===== src/rtl/core/bmp565_pkg.sv =====
`timescale 1ns / 1ps
// ----------------------------------------------------------------------------
// bmp565_pkg: shared types and constants of the BMP to RGB565 stream decoder
// Header byte positions, parser phase codes, result and reject codes, and the
// result record carried from the parser to the output stage.
// ----------------------------------------------------------------------------
package bmp565_pkg;

    // dimension limits (defaults of the top-level parameters)
    localparam int MAX_WIDTH_DEF  = 1024;
    localparam int MAX_HEIGHT_DEF = 1024;

    // pixel coordinate width and a counter width that also holds the count itself
    localparam int PIX_W = 10;
    localparam int CNT_W = PIX_W + 1;

    // header layout (little-endian fields, position of the last byte of each)
    localparam logic [15:0] BMP_MAGIC  = 16'h4D42;
    localparam logic [31:0] POS_MAGIC  = 32'd1;
    localparam logic [31:0] POS_OFFSET = 32'd13;
    localparam logic [31:0] POS_WIDTH  = 32'd21;
    localparam logic [31:0] POS_HEIGHT = 32'd25;
    localparam logic [31:0] POS_PLANES = 32'd27;
    localparam logic [31:0] HEADER_LEN = 32'd34;
    localparam logic [31:0] POS_LAST   = HEADER_LEN - 32'd1;

    // parser phases
    localparam logic [2:0] PH_HEADER   = 3'd0;
    localparam logic [2:0] PH_SKIP     = 3'd1;
    localparam logic [2:0] PH_PIXELS   = 3'd2;
    localparam logic [2:0] PH_DONE     = 3'd3;
    localparam logic [2:0] PH_REJECTED = 3'd4;

    // byte slot within a pixel triple
    localparam logic [1:0] SLOT_FIRST  = 2'd0;
    localparam logic [1:0] SLOT_SECOND = 2'd1;
    localparam logic [1:0] SLOT_THIRD  = 2'd2;

    // result kinds
    localparam logic [1:0] KIND_PIXEL  = 2'd0;
    localparam logic [1:0] KIND_ACCEPT = 2'd1;
    localparam logic [1:0] KIND_REJECT = 2'd2;

    // reject reasons
    localparam logic [1:0] ERR_MAGIC    = 2'd0;
    localparam logic [1:0] ERR_PLANES   = 2'd1;
    localparam logic [1:0] ERR_COMPRESS = 2'd2;
    localparam logic [1:0] ERR_SIZE     = 2'd3;

    // output tdata: error_code, pixel_x, pixel_y, pixel_color, padded to bytes
    localparam int TDATA_W = 40;

    typedef struct packed {
        logic [1:0]       kind;
        logic [1:0]       err;
        logic [PIX_W-1:0] x;
        logic [PIX_W-1:0] y;
        logic [15:0]      color;
        logic             last;
    } t_result;

endpackage


===== src/rtl/core/bmp24_stream_to_rgb565.sv =====
`timescale 1ns / 1ps
// ----------------------------------------------------------------------------
// bmp24_stream_to_rgb565: 24-bit BMP byte stream to RGB565 pixel stream
// Parses and checks the BMP header, skips to the pixel data and turns each
// byte triple into one 5-6-5 color tagged with its column and display row.
// ----------------------------------------------------------------------------
// Channel | Dir | tdata bits (low first)                    | tuser       | tlast
// s       | in  | [7:0] data_byte                           | file_start  | -
// m       | out | [1:0] error_code, [11:2] pixel_x,         | result_kind | last_pixel
//         |     | [21:12] pixel_y, [37:22] pixel_color,     |             |
//         |     | [39:38] zero                              |             |
//
// One byte per clock while o_s_tready is high: the parser state updates in the
// cycle the byte is accepted, and its result is registered in the result
// register, or in the skid register while the m side stalls. A byte yields at
// most one result (header verdict or a pixel on every third pixel byte). The
// two-entry output stage absorbs an m-side stall; o_s_tready drops while the
// skid is full and rises again once it drains. Synchronous active-low reset
// clears the parser to wait for a header; no clearing pass is needed.
// ----------------------------------------------------------------------------
module bmp24_stream_to_rgb565
    import bmp565_pkg::*;
#(
    parameter int MAX_WIDTH  = MAX_WIDTH_DEF,
    parameter int MAX_HEIGHT = MAX_HEIGHT_DEF
) (
    input  logic               i_clk,
    input  logic               i_rst_n,
    // byte stream
    input  logic               i_s_tvalid,
    output logic               o_s_tready,
    input  logic [7:0]         i_s_tdata,   // [7:0] data_byte
    input  logic               i_s_tuser,   // [0] file_start
    // result stream
    output logic               o_m_tvalid,
    input  logic               i_m_tready,
    output logic [TDATA_W-1:0] o_m_tdata,   // error_code, pixel_x, pixel_y, pixel_color
    output logic [1:0]         o_m_tuser,   // result_kind
    output logic               o_m_tlast    // last_pixel
);

    // stored dimensions hold up to max+1, which marks an oversize header value
    localparam int W_DIM_X = $clog2(MAX_WIDTH + 2);
    localparam int W_DIM_Y = $clog2(MAX_HEIGHT + 2);

    // parser state
    logic [2:0]         r_phase,  n_phase;
    logic [31:0]        r_pos,    n_pos;
    logic [23:0]        r_acc,    n_acc;     // last three header bytes
    logic [31:0]        r_offset, n_offset;
    logic [W_DIM_X-1:0] r_width,  n_width;
    logic [W_DIM_Y-1:0] r_height, n_height;
    logic [PIX_W-1:0]   r_col,    n_col;
    logic [PIX_W-1:0]   r_row,    n_row;
    logic [1:0]         r_slot,   n_slot;
    logic [7:0]         r_b0,     n_b0;
    logic [7:0]         r_b1,     n_b1;

    // output stage
    logic               r_out_valid;
    t_result            r_out;
    logic               r_skd_valid;
    t_result            r_skd;

    logic               w_accept;
    logic               w_take;
    logic [2:0]         w_phase;
    logic [31:0]        w_pos;
    logic [1:0]         w_slot;
    logic [31:0]        w_word;
    logic               w_pixel_byte;
    logic [CNT_W-1:0]   w_col1;
    logic [CNT_W-1:0]   w_row1;
    logic [CNT_W-1:0]   w_wext;
    logic [CNT_W-1:0]   w_hext;
    logic [CNT_W-1:0]   w_ydisp;
    logic               w_last;
    logic               w_size_bad;
    logic               n_res_valid;
    t_result            n_res;

    assign w_accept = i_s_tvalid && o_s_tready;
    assign w_take   = r_out_valid && i_m_tready;

    // a file start restarts the parser on this very byte
    assign w_phase = i_s_tuser ? PH_HEADER  : r_phase;
    assign w_pos   = i_s_tuser ? 32'd0      : r_pos;
    assign w_slot  = i_s_tuser ? SLOT_FIRST : r_slot;

    assign w_word  = {i_s_tdata, r_acc};

    // pixel geometry
    assign w_col1  = {1'b0, r_col} + CNT_W'(1);
    assign w_row1  = {1'b0, r_row} + CNT_W'(1);
    assign w_wext  = CNT_W'(r_width);
    assign w_hext  = CNT_W'(r_height);
    assign w_ydisp = w_hext - CNT_W'(1) - {1'b0, r_row};
    assign w_last  = (w_col1 == w_wext) && (w_row1 == w_hext);

    assign w_size_bad = (r_width == '0)  || (r_width > W_DIM_X'(MAX_WIDTH))
                     || (r_height == '0) || (r_height > W_DIM_Y'(MAX_HEIGHT))
                     || (r_offset < HEADER_LEN);

    always_comb begin
        n_phase      = r_phase;
        n_pos        = r_pos;
        n_acc        = r_acc;
        n_offset     = r_offset;
        n_width      = r_width;
        n_height     = r_height;
        n_col        = r_col;
        n_row        = r_row;
        n_slot       = r_slot;
        n_b0         = r_b0;
        n_b1         = r_b1;
        n_res_valid  = 1'b0;
        n_res        = '0;
        w_pixel_byte = 1'b0;

        if (w_accept) begin
            n_phase = w_phase;
            n_pos   = w_pos;
            n_slot  = w_slot;
            unique case (w_phase)
                PH_HEADER: begin
                    n_acc = w_word[31:8];
                    n_pos = w_pos + 32'd1;
                    case (w_pos)
                        POS_MAGIC: begin
                            if (w_word[31:16] != BMP_MAGIC) begin
                                n_phase     = PH_REJECTED;
                                n_res_valid = 1'b1;
                                n_res.kind  = KIND_REJECT;
                                n_res.err   = ERR_MAGIC;
                            end
                        end
                        POS_OFFSET: n_offset = w_word;
                        POS_WIDTH: begin
                            n_width = (w_word > 32'(MAX_WIDTH)) ?
                                      W_DIM_X'(MAX_WIDTH + 1) : W_DIM_X'(w_word);
                        end
                        POS_HEIGHT: begin
                            n_height = (w_word > 32'(MAX_HEIGHT)) ?
                                       W_DIM_Y'(MAX_HEIGHT + 1) : W_DIM_Y'(w_word);
                        end
                        POS_PLANES: begin
                            if (w_word[31:16] != 16'd1) begin
                                n_phase     = PH_REJECTED;
                                n_res_valid = 1'b1;
                                n_res.kind  = KIND_REJECT;
                                n_res.err   = ERR_PLANES;
                            end
                        end
                        POS_LAST: begin
                            n_res_valid = 1'b1;
                            if (w_word != 32'd0) begin
                                n_phase    = PH_REJECTED;
                                n_res.kind = KIND_REJECT;
                                n_res.err  = ERR_COMPRESS;
                            end else if (w_size_bad) begin
                                n_phase    = PH_REJECTED;
                                n_res.kind = KIND_REJECT;
                                n_res.err  = ERR_SIZE;
                            end else begin
                                // header good: start the pixel grid
                                n_phase    = PH_SKIP;
                                n_col      = '0;
                                n_row      = '0;
                                n_slot     = SLOT_FIRST;
                                n_res.kind = KIND_ACCEPT;
                            end
                        end
                        default: ;
                    endcase
                end
                PH_SKIP: begin
                    if (r_pos < r_offset) begin
                        n_pos = r_pos + 32'd1;
                    end else begin
                        n_phase      = PH_PIXELS;
                        w_pixel_byte = 1'b1;
                    end
                end
                PH_PIXELS: w_pixel_byte = 1'b1;
                default: ;  // done or rejected: drop bytes until the next file start
            endcase

            if (w_pixel_byte) begin
                case (r_slot)
                    SLOT_FIRST: begin
                        n_b0   = i_s_tdata;
                        n_slot = SLOT_SECOND;
                    end
                    SLOT_SECOND: begin
                        n_b1   = i_s_tdata;
                        n_slot = SLOT_THIRD;
                    end
                    default: begin
                        n_slot      = SLOT_FIRST;
                        n_res_valid = 1'b1;
                        n_res.kind  = KIND_PIXEL;
                        n_res.x     = r_col;
                        n_res.y     = w_ydisp[PIX_W-1:0];
                        n_res.color = {r_b0[7:3], r_b1[7:2], i_s_tdata[7:3]};
                        n_res.last  = w_last;
                        // advance across the row, wrap to the next file row
                        if (w_col1 >= w_wext) begin
                            n_col = '0;
                            n_row = w_row1[PIX_W-1:0];
                        end else begin
                            n_col = w_col1[PIX_W-1:0];
                        end
                        if (w_last) begin
                            n_phase = PH_DONE;
                        end
                    end
                endcase
            end
        end
    end

    // parser control state
    always_ff @(posedge i_clk) begin
        if (!i_rst_n) begin
            r_phase  <= PH_HEADER;
            r_pos    <= '0;
            r_offset <= 32'd54;
            r_width  <= W_DIM_X'(128);
            r_height <= W_DIM_Y'(160);
            r_col    <= '0;
            r_row    <= '0;
            r_slot   <= SLOT_FIRST;
        end else begin
            r_phase  <= n_phase;
            r_pos    <= n_pos;
            r_offset <= n_offset;
            r_width  <= n_width;
            r_height <= n_height;
            r_col    <= n_col;
            r_row    <= n_row;
            r_slot   <= n_slot;
        end
    end

    // header bytes and held pixel bytes
    always_ff @(posedge i_clk) begin
        r_acc <= n_acc;
        r_b0  <= n_b0;
        r_b1  <= n_b1;
    end

    // output register with skid: a stalled result parks in the skid register
    always_ff @(posedge i_clk) begin
        if (!i_rst_n) begin
            r_out_valid <= 1'b0;
            r_skd_valid <= 1'b0;
        end else if (!r_out_valid || w_take) begin
            if (r_skd_valid) begin
                r_out_valid <= 1'b1;
                r_skd_valid <= 1'b0;
            end else begin
                r_out_valid <= n_res_valid;
            end
        end else if (n_res_valid) begin
            r_skd_valid <= 1'b1;
        end
    end

    always_ff @(posedge i_clk) begin
        if (!r_out_valid || w_take) begin
            r_out <= r_skd_valid ? r_skd : n_res;
        end else if (n_res_valid) begin
            r_skd <= n_res;
        end
    end

    assign o_s_tready = !r_skd_valid;
    assign o_m_tvalid = r_out_valid;
    assign o_m_tuser  = r_out.kind;
    assign o_m_tlast  = r_out.last;
    assign o_m_tdata  = {2'b00, r_out.color, r_out.y, r_out.x, r_out.err};

    // the skid register only fills behind a held result
    a_skid_behind_out: assert property (@(posedge i_clk) disable iff (!i_rst_n)
        r_skd_valid |-> r_out_valid)
        else $error("skid register valid while output register empty");

    // the final pixel closes the image
    a_last_to_done: assert property (@(posedge i_clk) disable iff (!i_rst_n)
        (n_res_valid && n_res.kind == KIND_PIXEL && n_res.last) |=> r_phase == PH_DONE)
        else $error("last pixel did not close the image");

    // an accepted header starts a clean pixel grid
    a_accept_grid: assert property (@(posedge i_clk) disable iff (!i_rst_n)
        (n_res_valid && n_res.kind == KIND_ACCEPT)
        |=> (r_phase == PH_SKIP && r_col == '0 && r_row == '0 && r_slot == SLOT_FIRST))
        else $error("header accept without grid restart");

    // pixels only come from the third byte of a triple
    a_pixel_slot: assert property (@(posedge i_clk) disable iff (!i_rst_n)
        (n_res_valid && n_res.kind == KIND_PIXEL) |-> r_slot == SLOT_THIRD)
        else $error("pixel emitted outside the third byte");

    // the triple slot never reaches the unused code
    a_slot_range: assert property (@(posedge i_clk) disable iff (!i_rst_n)
        r_slot != 2'd3)
        else $error("pixel byte slot out of range");

endmodule


===== config.mk =====
export PLATFORM = sky130hd
export DESIGN_NAME = bmp24_stream_to_rgb565
export DESIGN_NICKNAME = d
export VERILOG_FILES = /design/src/rtl/core/bmp565_pkg.sv /design/src/rtl/core/bmp24_stream_to_rgb565.sv
export SDC_FILE = /design/constraint.sdc
export NUM_CORES = 1
export LEC_CHECK = 0
export ABC_CLOCK_PERIOD_IN_PS = 9600
export BUFFER_PORTS_ARGS = -buffer_cell sky130_fd_sc_hd__buf_4
export CAP_MARGIN = 25
export CORE_ASPECT_RATIO = 1.25
export CORE_MARGIN = 10
export CORE_UTILIZATION = 35
export CTS_CLUSTER_DIAMETER = 40
export DETAILED_ROUTE_END_ITERATION = 10
export PLACE_DENSITY = 0.52
export SLEW_MARGIN = 20
export SYNTH_ARGS = -nofsm -noshare
export SYNTH_HDL_FRONTEND = slang
export SYNTH_SLANG_ARGS = --single-unit

===== constraint.sdc =====
create_clock -name i_clk -period 9.6 [get_ports i_clk]
set_input_delay 0.96 -clock i_clk [delete_from_list [all_inputs] [get_ports i_clk]]
set_output_delay 0.96 -clock i_clk [all_outputs]
set_load 0.02 [all_outputs]

==> impl_metrics.ini, run 1 <==
[timing]
layout_setup_ws_ns = 5.51
min_period_ns = 4.09
maxSlewViolCount = 0
tightest_slew_ns = 1.09
hold_violations = 0
fmax_mhz = 245
clock-skew-final_ns = 0.0192
finalSetupTns_ns = 0
rsz0062_at_grt = no
report.final.setup_viol = 0
max_slew_margin = 0.269
post-route-period-util = 0.426

[floorplanning]
die-area_um2 = 43700
io_pins = 58
start_util = 0.353
rows = 77
coreArea_um2 = 35400
die_y_um = 231
dieWidth_um = 189

[placed_design]
gp_congestion = 0.864
pre_cts_ws_ns = 4.99
io_buffer_count = 55
dp_hpwl_mm = 25.5

[global_routing]
grt_usage = 0.160
grt_pass1_vias = 10100
grt_pass1_wl_mm = 56.7
gr-total-overflow = 0
antenna_found_initial = 1
grt_max_degree = 74

[finish]
fin_nets = 1454
drive_above_1_share = 0.113
areaGrowthSynthToFinish_pct = 16.7
final_util = 0.412
antenna_cells = 0
final.fill_count = 3467

[logic_synthesis]
syn_avg_cell_area_um2 = 9.25
ys_ff_latch = 230
synth_top_family_by_area = simple AND/OR/NAND/NOR gates
synthFlopType = edfxtp_1
ys_types = 86
synth_largest_area_cell = edfxtp_1
syn_area_um2 = 12500
yosys.area_share.simple = 0.216
synth_compound_area_frac = 0.169
synth_area_leaders = edfxtp_1 28%, dfxtp_1 18%, ha_1 5.6%, nand2_1 4.4%, a21oi_1 4.0%
ys_seq_area_frac = 0.462
synthCells = 1351
synthMuxAreaShare = 0.0201
yosysTopAreaCellShare = 0.281
synth_xor_area_frac = 0.0273
synth_edf_count = 117
synth_fa_ha_area_frac = 0.0577
synth-warning-count = 0
synthArstFlopShare = 0

[clock_network]
numCtsBuffers = 37
cts_root_buf = clkbuf_16
clk_pin_slew_ns = 0.06
clkSinkCount = 230
hold_buffers = 0
clockBufferDepth = 3
clock_latency_ns = 0.53
cts_tree = done
cts_resized = 0
htreeDepth = 2
post_cts_buffers = 0

[setup_path]
crit_type = reg -> reg
required_ns = 10.04
r2r_cells = 15
worstPathMaxFanout = 17
start_kind = register
crit_path_end_kind = register
critPathArrivalTime_ns = 4.53

[route]
via_per_inst = 5.54
drtIter0Drc = 778
num_vias = 10500
ant_nets = 0
routed_wl_mm = 36.1
wl_per_cell_um = 19.2
drc = 0
dr.pass1.iters = 5

[status]
status = completed

[run]
drv_cap = 0

[power_and_ir_drop]
power_w = 0.00244
power.leakage_nw = 5.65
max-vdd-ir-drop_mv = 0.0923
power_density_nw_per_um2 = 168

[worst_hold_path]
holdPathStages = 2
min_path_type = reg -> reg
-- critical path: stages, from the launching register on --
cell	delay [ns]
dfxtp_1	0.47
ha_1	0.29
and3_1	0.20
nand3_1	0.14
inv_1	0.13
nand3_1	0.13
nand2_1	0.10
nand2_1	0.07
ha_1	0.29
a21o_1	0.16
a21o_1	0.18
a211oi_1	0.60
nand2_1	0.23
a211oi_4	0.66
a21oi_1	0.15
o22ai_1	0.19
-- path summary, 6_finish.rpt --
kind,slack (ns),end,startpoint
setup / recovery,5.51,r_col[8]$_SDFFE_PN0P_,r_col[0]$_SDFFE_PN0P_
hold / removal,0.47,r_offset[0]$_SDFFE_PN0P_,r_offset[0]$_SDFFE_PN0P_
setup reg to reg,5.51,r_col[8]$_SDFFE_PN0P_,r_col[0]$_SDFFE_PN0P_
hold reg to reg,0.47,r_offset[0]$_SDFFE_PN0P_,r_offset[0]$_SDFFE_PN0P_
-- cells in the mapped netlist, types with 8 or more instances --
master and instances:
a211oi_1 12, a21o_1 47, a21oi_1 99, a31oi_1 20, and2_1 40, and3_1 16, buf_2 12, clkbuf_1 54
dfxtp_1 113, edfxtp_1 117, ha_1 56, inv_1 75, mux2i_1 24, nand2_1 146, nand2b_1 12, nand3_1 55
nand4_1 21, nor2_1 91, nor2b_1 14, nor3_1 31, nor4_1 38, o211ai_1 9, o21ai_0 50, o21ai_1 8
or3_1 17, or4_1 16, xnor2_1 27, xor2_1 12
-- final cells by class --
type                    count  area, um^2  area share
multi-input cells         973        6160       0.422
inverters                  76         285      0.0196
clock buffers              46        1030      0.0708
flip-flops and latches    230        5780       0.396
well taps                 474         593      0.0407
clock inverters            21         209      0.0143
repair buffers             66         523      0.0359
-- placed cells by master (no fill, tap or decap), drive strengths merged, types with 21 or more instances in the layout --
cell / count
nand2: 146
edfxtp: 117
dfxtp: 113
a21oi: 100
nor2: 94
inv: 82
buf: 66
o21ai: 59
ha: 56
nand3: 55
a21o: 47
clkbuf: 46
nor4: 41
and2: 40
nor3: 33
xnor2: 27
mux2i: 24
nand4: 21
-- metal layers --
layer  global-route usage  wire length (um)  vias up
li1                     -                 -     5044
met1                0.185             14500     4980
met2                0.280             18100      327
met3               0.0275              1820      106
met4               0.0827              1700        0
met5                    0                 0        -
-- state kept, by name, summed over array words and instances, names as in the netlist --
| signal | flops |
|---|---|
| r_acc | 24 |
| r_row | 10 |
| r_phase | 3 |
| o_m_tuser | 2 |
| r_pos | 32 |
| o_m_tdata | 38 |
| r_col | 10 |
| r_slot | 2 |
| r_b0 | 5 |
| o_m_tlast | 1 |
| r_b1 | 6 |
| r_height | 11 |
| o_m_tvalid | 1 |
| r_skd | 41 |
| r_skd_valid | 1 |
| r_width | 11 |
| r_offset | 32 |
-- per-stage QoR --
step / area, um^2 / instances / hold slack, ns
2_1_floorplan: 12500 / 1352 / 0.437
5_1_grt: 14600 / 1886 / 0.494
3_5_place_dp: 13300 / 1817 / 0.459
3_3_place_gp: 13300 / 1817 / 0.460
4_1_cts: 14500 / 1884 / 0.466
6_report: 14600 / 1886 / 0.472
-- cells by family (layout without fill, tap and decap cells) --
logic type / count (synthesis) / count (layout)
fa+ha+maj: 57 / 57
mux: 25 / 25
other cells: 1 / 2
xor+xnor: 39 / 39
buf+inv: 149 / 209
simple gates: 528 / 528
compound gates: 322 / 322
flops: 230 / 230
-- power by group --
part / switching, W / internal [W] / total [W]
logic: 0.0000522 / 0.0000193 / 0.0000715
registers: 0.00000954 / 0.00104 / 0.00104
clock network: 0.000497 / 0.000828 / 0.00133
Power figures use the tool's default switching activity.
==> inputs of run 2 (changes only) <==
Settings changed: ABC_CLOCK_PERIOD_IN_PS 9600 to 3920.
Clock period 9.6 ns to 3.92 ns, I/O delays scaled along.
==> run 2 against run 1 <==
First-iteration DRC count increased by 4.2%. Setup slack got worse by 5.2 ns. Total power is 150% higher. Fmax grew 12%. Non-clock buffer count rose by 30. Clock skew decreased by 0.0045 ns. Register-to-register slack got worse by 5.2 ns. Clock power rose to 2.5 times the previous value. Worst hold slack worse by 0.38 ns. Wire length up 1.0%.
==> impl_metrics.ini, run 2 (synthesized netlist as in run 1, its figures left out) <==
[status]
status = completed

[setup_path]
worstPathMaxFanout = 10
ff2ff_setup_slack_ns = 0.28
cp-endpoint = r_row[2]$_SDFFE_PN0P_
r2r_cells = 15
r2r_end = r_row[2]$_SDFFE_PN0P_
r2r-start = r_col[0]$_SDFFE_PN0P_
crit_path_end_kind = register
start_kind = register
critPathArrivalTime_ns = 4.09
startpoint = r_col[0]$_SDFFE_PN0P_
crit_type = reg -> reg
required_ns = 4.37

[finish]
final_common_cell = nand2_1
layout_common_cells = 146 x nand2_1, 117 x edfxtp_1, 112 x dfxtp_1, 99 x a21oi_1, 93 x buf_4
fin_nets = 1484
areaGrowthSynthToFinish_pct = 18.9
regMostFlops = r_skd
largest_reg_flops = 41
antenna_cells = 0
final.fill_count = 3511
drive_above_1_share = 0.132
final_cell_count_no_fill = 1917

[timing]
rsz0062_at_grt = no
post-route-period-util = 0.928
finalSetupTns_ns = 0
report.final.setup_viol = 0
fmax_mhz = 275
max_slew_margin = 0.490
hold_violations = 0
clock-skew-final_ns = 0.0147
tightest_slew_ns = 0.755
maxSlewViolCount = 0
min_period_ns = 3.64

[global_routing]
grt_usage = 0.163
grt_max_degree = 43
grt_pass1_vias = 10200
gr-total-overflow = 0
antenna_found_initial = 0
grt_pass1_wl_mm = 57.3

[clock_network]
cts_root_buf = clkbuf_16
clockBufferDepth = 3
numCtsBuffers = 37
htreeDepth = 2
cts_tree = done
post_cts_buffers = 0
clk_pin_slew_ns = 0.05
clkSinkCount = 230
clock_latency_ns = 0.53

[power_and_ir_drop]
power.leakage_nw = 5.79
power_density_nw_per_um2 = 409
max-vdd-ir-drop_mv = 0.235

[route]
dr.pass1.iters = 5
wl_per_cell_um = 19.0
routed_wl_mm = 36.5
num_vias = 10500
via_per_inst = 5.49
drtIter0Drc = 811
ant_nets = 0
drc = 0

[placed_design]
dp_cells = 1848
gp_congestion = 0.874
dp_hpwl_mm = 26.5
io_buffer_count = 55

[floorplanning]
dieWidth_um = 189
rows = 77
coreArea_um2 = 35400
die-area_um2 = 43700
io_pins = 58
die_y_um = 231
start_util = 0.353

[worst_hold_path]
holdPathStages = 1
min_path_type = in -> reg

[run]
drv_cap = 0
run 2: changes by cell type in the layout (fill, tap and decap cells not counted), sizes merged:
cell / change
clkinvlp: +4
inv: -2
clkbuf: -4
bufinv: +3
buf: +30
run 2: where the power goes:
group | switching, W | internal, W | total (W)
Clock | 0.00119 | 0.00215 | 0.00334
Combinational | 0.000130 | 0.0000505 | 0.000181
Sequential | 0.0000214 | 0.00254 | 0.00256
Total | 0.00134 | 0.00474 | 0.00608
run 2: per-stage QoR:
| stage | setup WS (ns) | power, W | hold slack (ns) | util | cell area [um^2] |
|---|---|---|---|---|---|
| 2_1_floorplan | 0.0212 | 0.00270 | 0.437 | - | 12500 |
| 3_3_place_gp | 0.315 | 0.00278 | 0.451 | 0.383 | 13500 |
| 3_5_place_dp | 0.211 | 0.00279 | 0.464 | 0.383 | 13500 |
| 4_1_cts | 0.170 | 0.00616 | 0.0652 | 0.419 | 14800 |
| 5_1_grt | 0.0154 | 0.00628 | 0.0719 | 0.420 | 14800 |
| 6_report | 0.280 | 0.00608 | 0.0881 | 0.420 | 14800 |
run 2: layout make-up:
type                    count  area, um^2  share of cell area
multi-input cells         973        6160               0.415
flip-flops and latches    230        5780               0.389
well taps                 474         593              0.0399
inverters                  76         285              0.0192
clock buffers              42         987              0.0665
repair buffers             96         753              0.0507
clock inverters            26         289              0.0195
run 2: metal layers:
| layer | vias to the layer above | track usage | part of all wire |
|---|---|---|---|
| li1 | 5083 | - | - |
| met1 | 5053 | 0.194 | 0.41 |
| met2 | 293 | 0.277 | 0.49 |
| met3 | 91 | 0.0270 | 0.047 |
| met4 | 0 | 0.0857 | 0.046 |
| met5 | - | 0 | 0 |
run 2: repair_timing:
item,in CTS,in global routing
endpoints found under the setup margin,0,10
hold endpoints to repair,0,0
gates resized for setup,0,1
hold buffers,0,0
run 2: worst min path at each step:
stage / startpoint / endpoint / slack, ns
global route: i_s_tdata[1] / r_acc[17]$_DFFE_PP_ / 0.07
finish: i_s_tdata[1] / r_acc[17]$_DFFE_PP_ / 0.09
floorplan: r_offset[0]$_SDFFE_PN0P_ / r_offset[0]$_SDFFE_PN0P_ / 0.44
detailed placement: r_offset[9]$_SDFFE_PN0P_ / r_offset[9]$_SDFFE_PN0P_ / 0.46
CTS: i_s_tdata[1] / r_acc[17]$_DFFE_PP_ / 0.07
global placement: r_offset[0]$_SDFFE_PN0P_ / r_offset[0]$_SDFFE_PN0P_ / 0.45
run 2: worst max-delay path: stages (launching register included):
cell and delay [ns]:
dfxtp_1 0.43, ha_1 0.28, and3_1 0.21, nand3_1 0.14, inv_1 0.13, nand3_1 0.13
nand2_1 0.10, nand2_1 0.06, ha_1 0.29, a21o_1 0.16, a21o_1 0.17, a211oi_1 0.49
nand2_1 0.24, a211oi_4 0.54, a21oi_1 0.08, o21ai_1 0.13
==> inputs of run 3 (changes only) <==
Settings changed: ABC_CLOCK_PERIOD_IN_PS 3920 to 3900.
Clock period 3.92 ns to 3.9 ns, I/O delays scaled along.
==> run 3 against run 2 <==
Fmax increased by 2.6%. Final cell count grew 0.26%. Sequential share of layout area fell by 0.15 points. Via count hardly changed. Largest power group unchanged. Clock power up 2%. Clock skew is 0.0023 ns higher. Global-route usage is 0.41 points higher. Total power grew 1.5%. Non-clock buffer count rose by 4. Critical endpoint unchanged. Register-to-register slack gained 0.07 ns.
==> impl_metrics.ini, run 3 (synthesized netlist as in run 1, its figures left out) <==
[status]
status = completed

[power_and_ir_drop]
clkPwrFrac = 0.554
power_density_nw_per_um2 = 414
power.leakage_nw = 5.83
pwr-share-seq = 0.416
swShare = 0.224
pwr-share-comb = 0.030
p_int_w = 0.00479
switching_power_w = 0.00138
max-vdd-ir-drop_mv = 0.235

[setup_path]
required_ns = 4.37
max_stage_delay_ns = 0.52
crit_path_end_kind = register
worstPathCellList = ha_1 -> and3_1 -> nand3_1 -> inv_1 -> nand3_1 -> nand2_1 -> nand2_1 -> ha_1 -> a21o_1 -> a21o_1 -> a211oi_1 -> nand2_1 -> a211oi_4 -> a21oi_1 -> o21ai_1
crit_top_cell = nand2_1
start_kind = register
critPathBufInv = 1
critical_path.slowest_cell = a211oi_4
worstPathMaxFanout = 10
crit_type = reg -> reg
critPathArrivalTime_ns = 4.01
path_delay_family = compound AO/OA/AOI/OAI gates

[timing]
fmax_mhz = 282
post-route-period-util = 0.910
max_slew_margin = 0.444
min_period_ns = 3.55
maxSlewViolCount = 0
clock-skew-final_ns = 0.0170
report.final.setup_viol = 0
tightest_slew_ns = 0.833
finalSetupTns_ns = 0
hold_violations = 0
rsz0062_at_grt = no

[placed_design]
io_buffer_count = 55
dp_hpwl_mm = 26.9
gp_congestion = 0.869

[clock_network]
clk_pin_slew_ns = 0.05
post_cts_buffers = 0
cts_root_buf = clkbuf_16
cts_tree = done
clkSinkCount = 230
htreeDepth = 2
clockBufferDepth = 3
clock_latency_ns = 0.53
numCtsBuffers = 38

[finish]
regMostFlops = r_skd
drive_above_1_share = 0.136
final_util = 0.422
largest_reg_flops = 41
antenna_cells = 0
fin_nets = 1489
areaGrowthSynthToFinish_pct = 19.3
layout_common_cells = 146 x nand2_1, 117 x edfxtp_1, 112 x dfxtp_1, 99 x a21oi_1, 97 x buf_4
final_common_cell = nand2_1

[route]
drtIter0Drc = 787
drc = 0
dr.pass1.iters = 6
num_vias = 10500
wl_per_cell_um = 19.3
via_per_inst = 5.47
routed_wl_mm = 37.0
ant_nets = 0

[global_routing]
use_met1 = 0.194
grt_pass1_vias = 10500
grt_pass1_wl_mm = 58.7
grtUsageMet3 = 0.0254
antenna_found_initial = 0
grt_usage = 0.167
grt_max_degree = 43
gr-total-overflow = 0
busiest_layer = met2
grtUsageMet2 = 0.293

[floorplanning]
die_y_um = 231
dieWidth_um = 189
die-area_um2 = 43700
rows = 77
coreArea_um2 = 35400
io_pins = 58
start_util = 0.353

[run]
drv_cap = 0

[worst_hold_path]
min_path_type = in -> reg
==> run 3: routing by layer <==
metal,up-vias,part of all wire
li1,5087,-
met5,-,0
met2,299,0.50
met1,5021,0.41
met4,0,0.050
met3,103,0.045
==> run 3: area by class of cell <==
cell class	count	area (um^2)
fill	3482	20500
multi-input combinational	973	6160
sequential	230	5780
clock buffer	43	1000
timing repair buffer	100	783
tap	474	593
clock inverter	26	303
inverter	76	285
==> run 3: repair_timing <==
action,CTS,global route
gates resized for setup,0,1
hold buffers,0,0
endpoints found under the setup margin,0,10
==> run 3: power by group through the flow <==
stage	registers, W	logic, W	clock network (W)
floorplan	0.00261	0.000107	0
global placement	0.00262	0.000181	0
detailed placement	0.00262	0.000181	0
CTS	0.00257	0.000182	0.00349
global route	0.00257	0.000200	0.00359
finish	0.00257	0.000184	0.00342
==> run 3: path summary, 6_finish.rpt <==
kind / startpoint / endpoint / slack (ns) / cells past startpoint
max: r_col[0]$_SDFFE_PN0P_ / r_row[2]$_SDFFE_PN0P_ / 0.35 / 15
min: i_s_tdata[1] / r_acc[17]$_DFFE_PP_ / 0.08 / 1
max reg2reg: r_col[0]$_SDFFE_PN0P_ / r_row[2]$_SDFFE_PN0P_ / 0.35 / 15
min reg2reg: r_offset[9]$_SDFFE_PN0P_ / r_offset[9]$_SDFFE_PN0P_ / 0.47 / 2
==> run 3: through the flow <==
step | total power (W) | hold slack, ns | std cells | setup slack, ns | cell area [um^2]
3_3_place_gp | 0.00280 | 0.454 | 1852 | 0.330 | 13600
5_1_grt | 0.00636 | 0.0653 | 1922 | 0.0108 | 14900
2_1_floorplan | 0.00272 | 0.437 | 1352 | 0.00317 | 12500
6_report | 0.00617 | 0.0779 | 1922 | 0.351 | 14900
4_1_cts | 0.00624 | 0.0559 | 1921 | 0.214 | 14900
3_5_place_dp | 0.00280 | 0.465 | 1852 | 0.244 | 13600
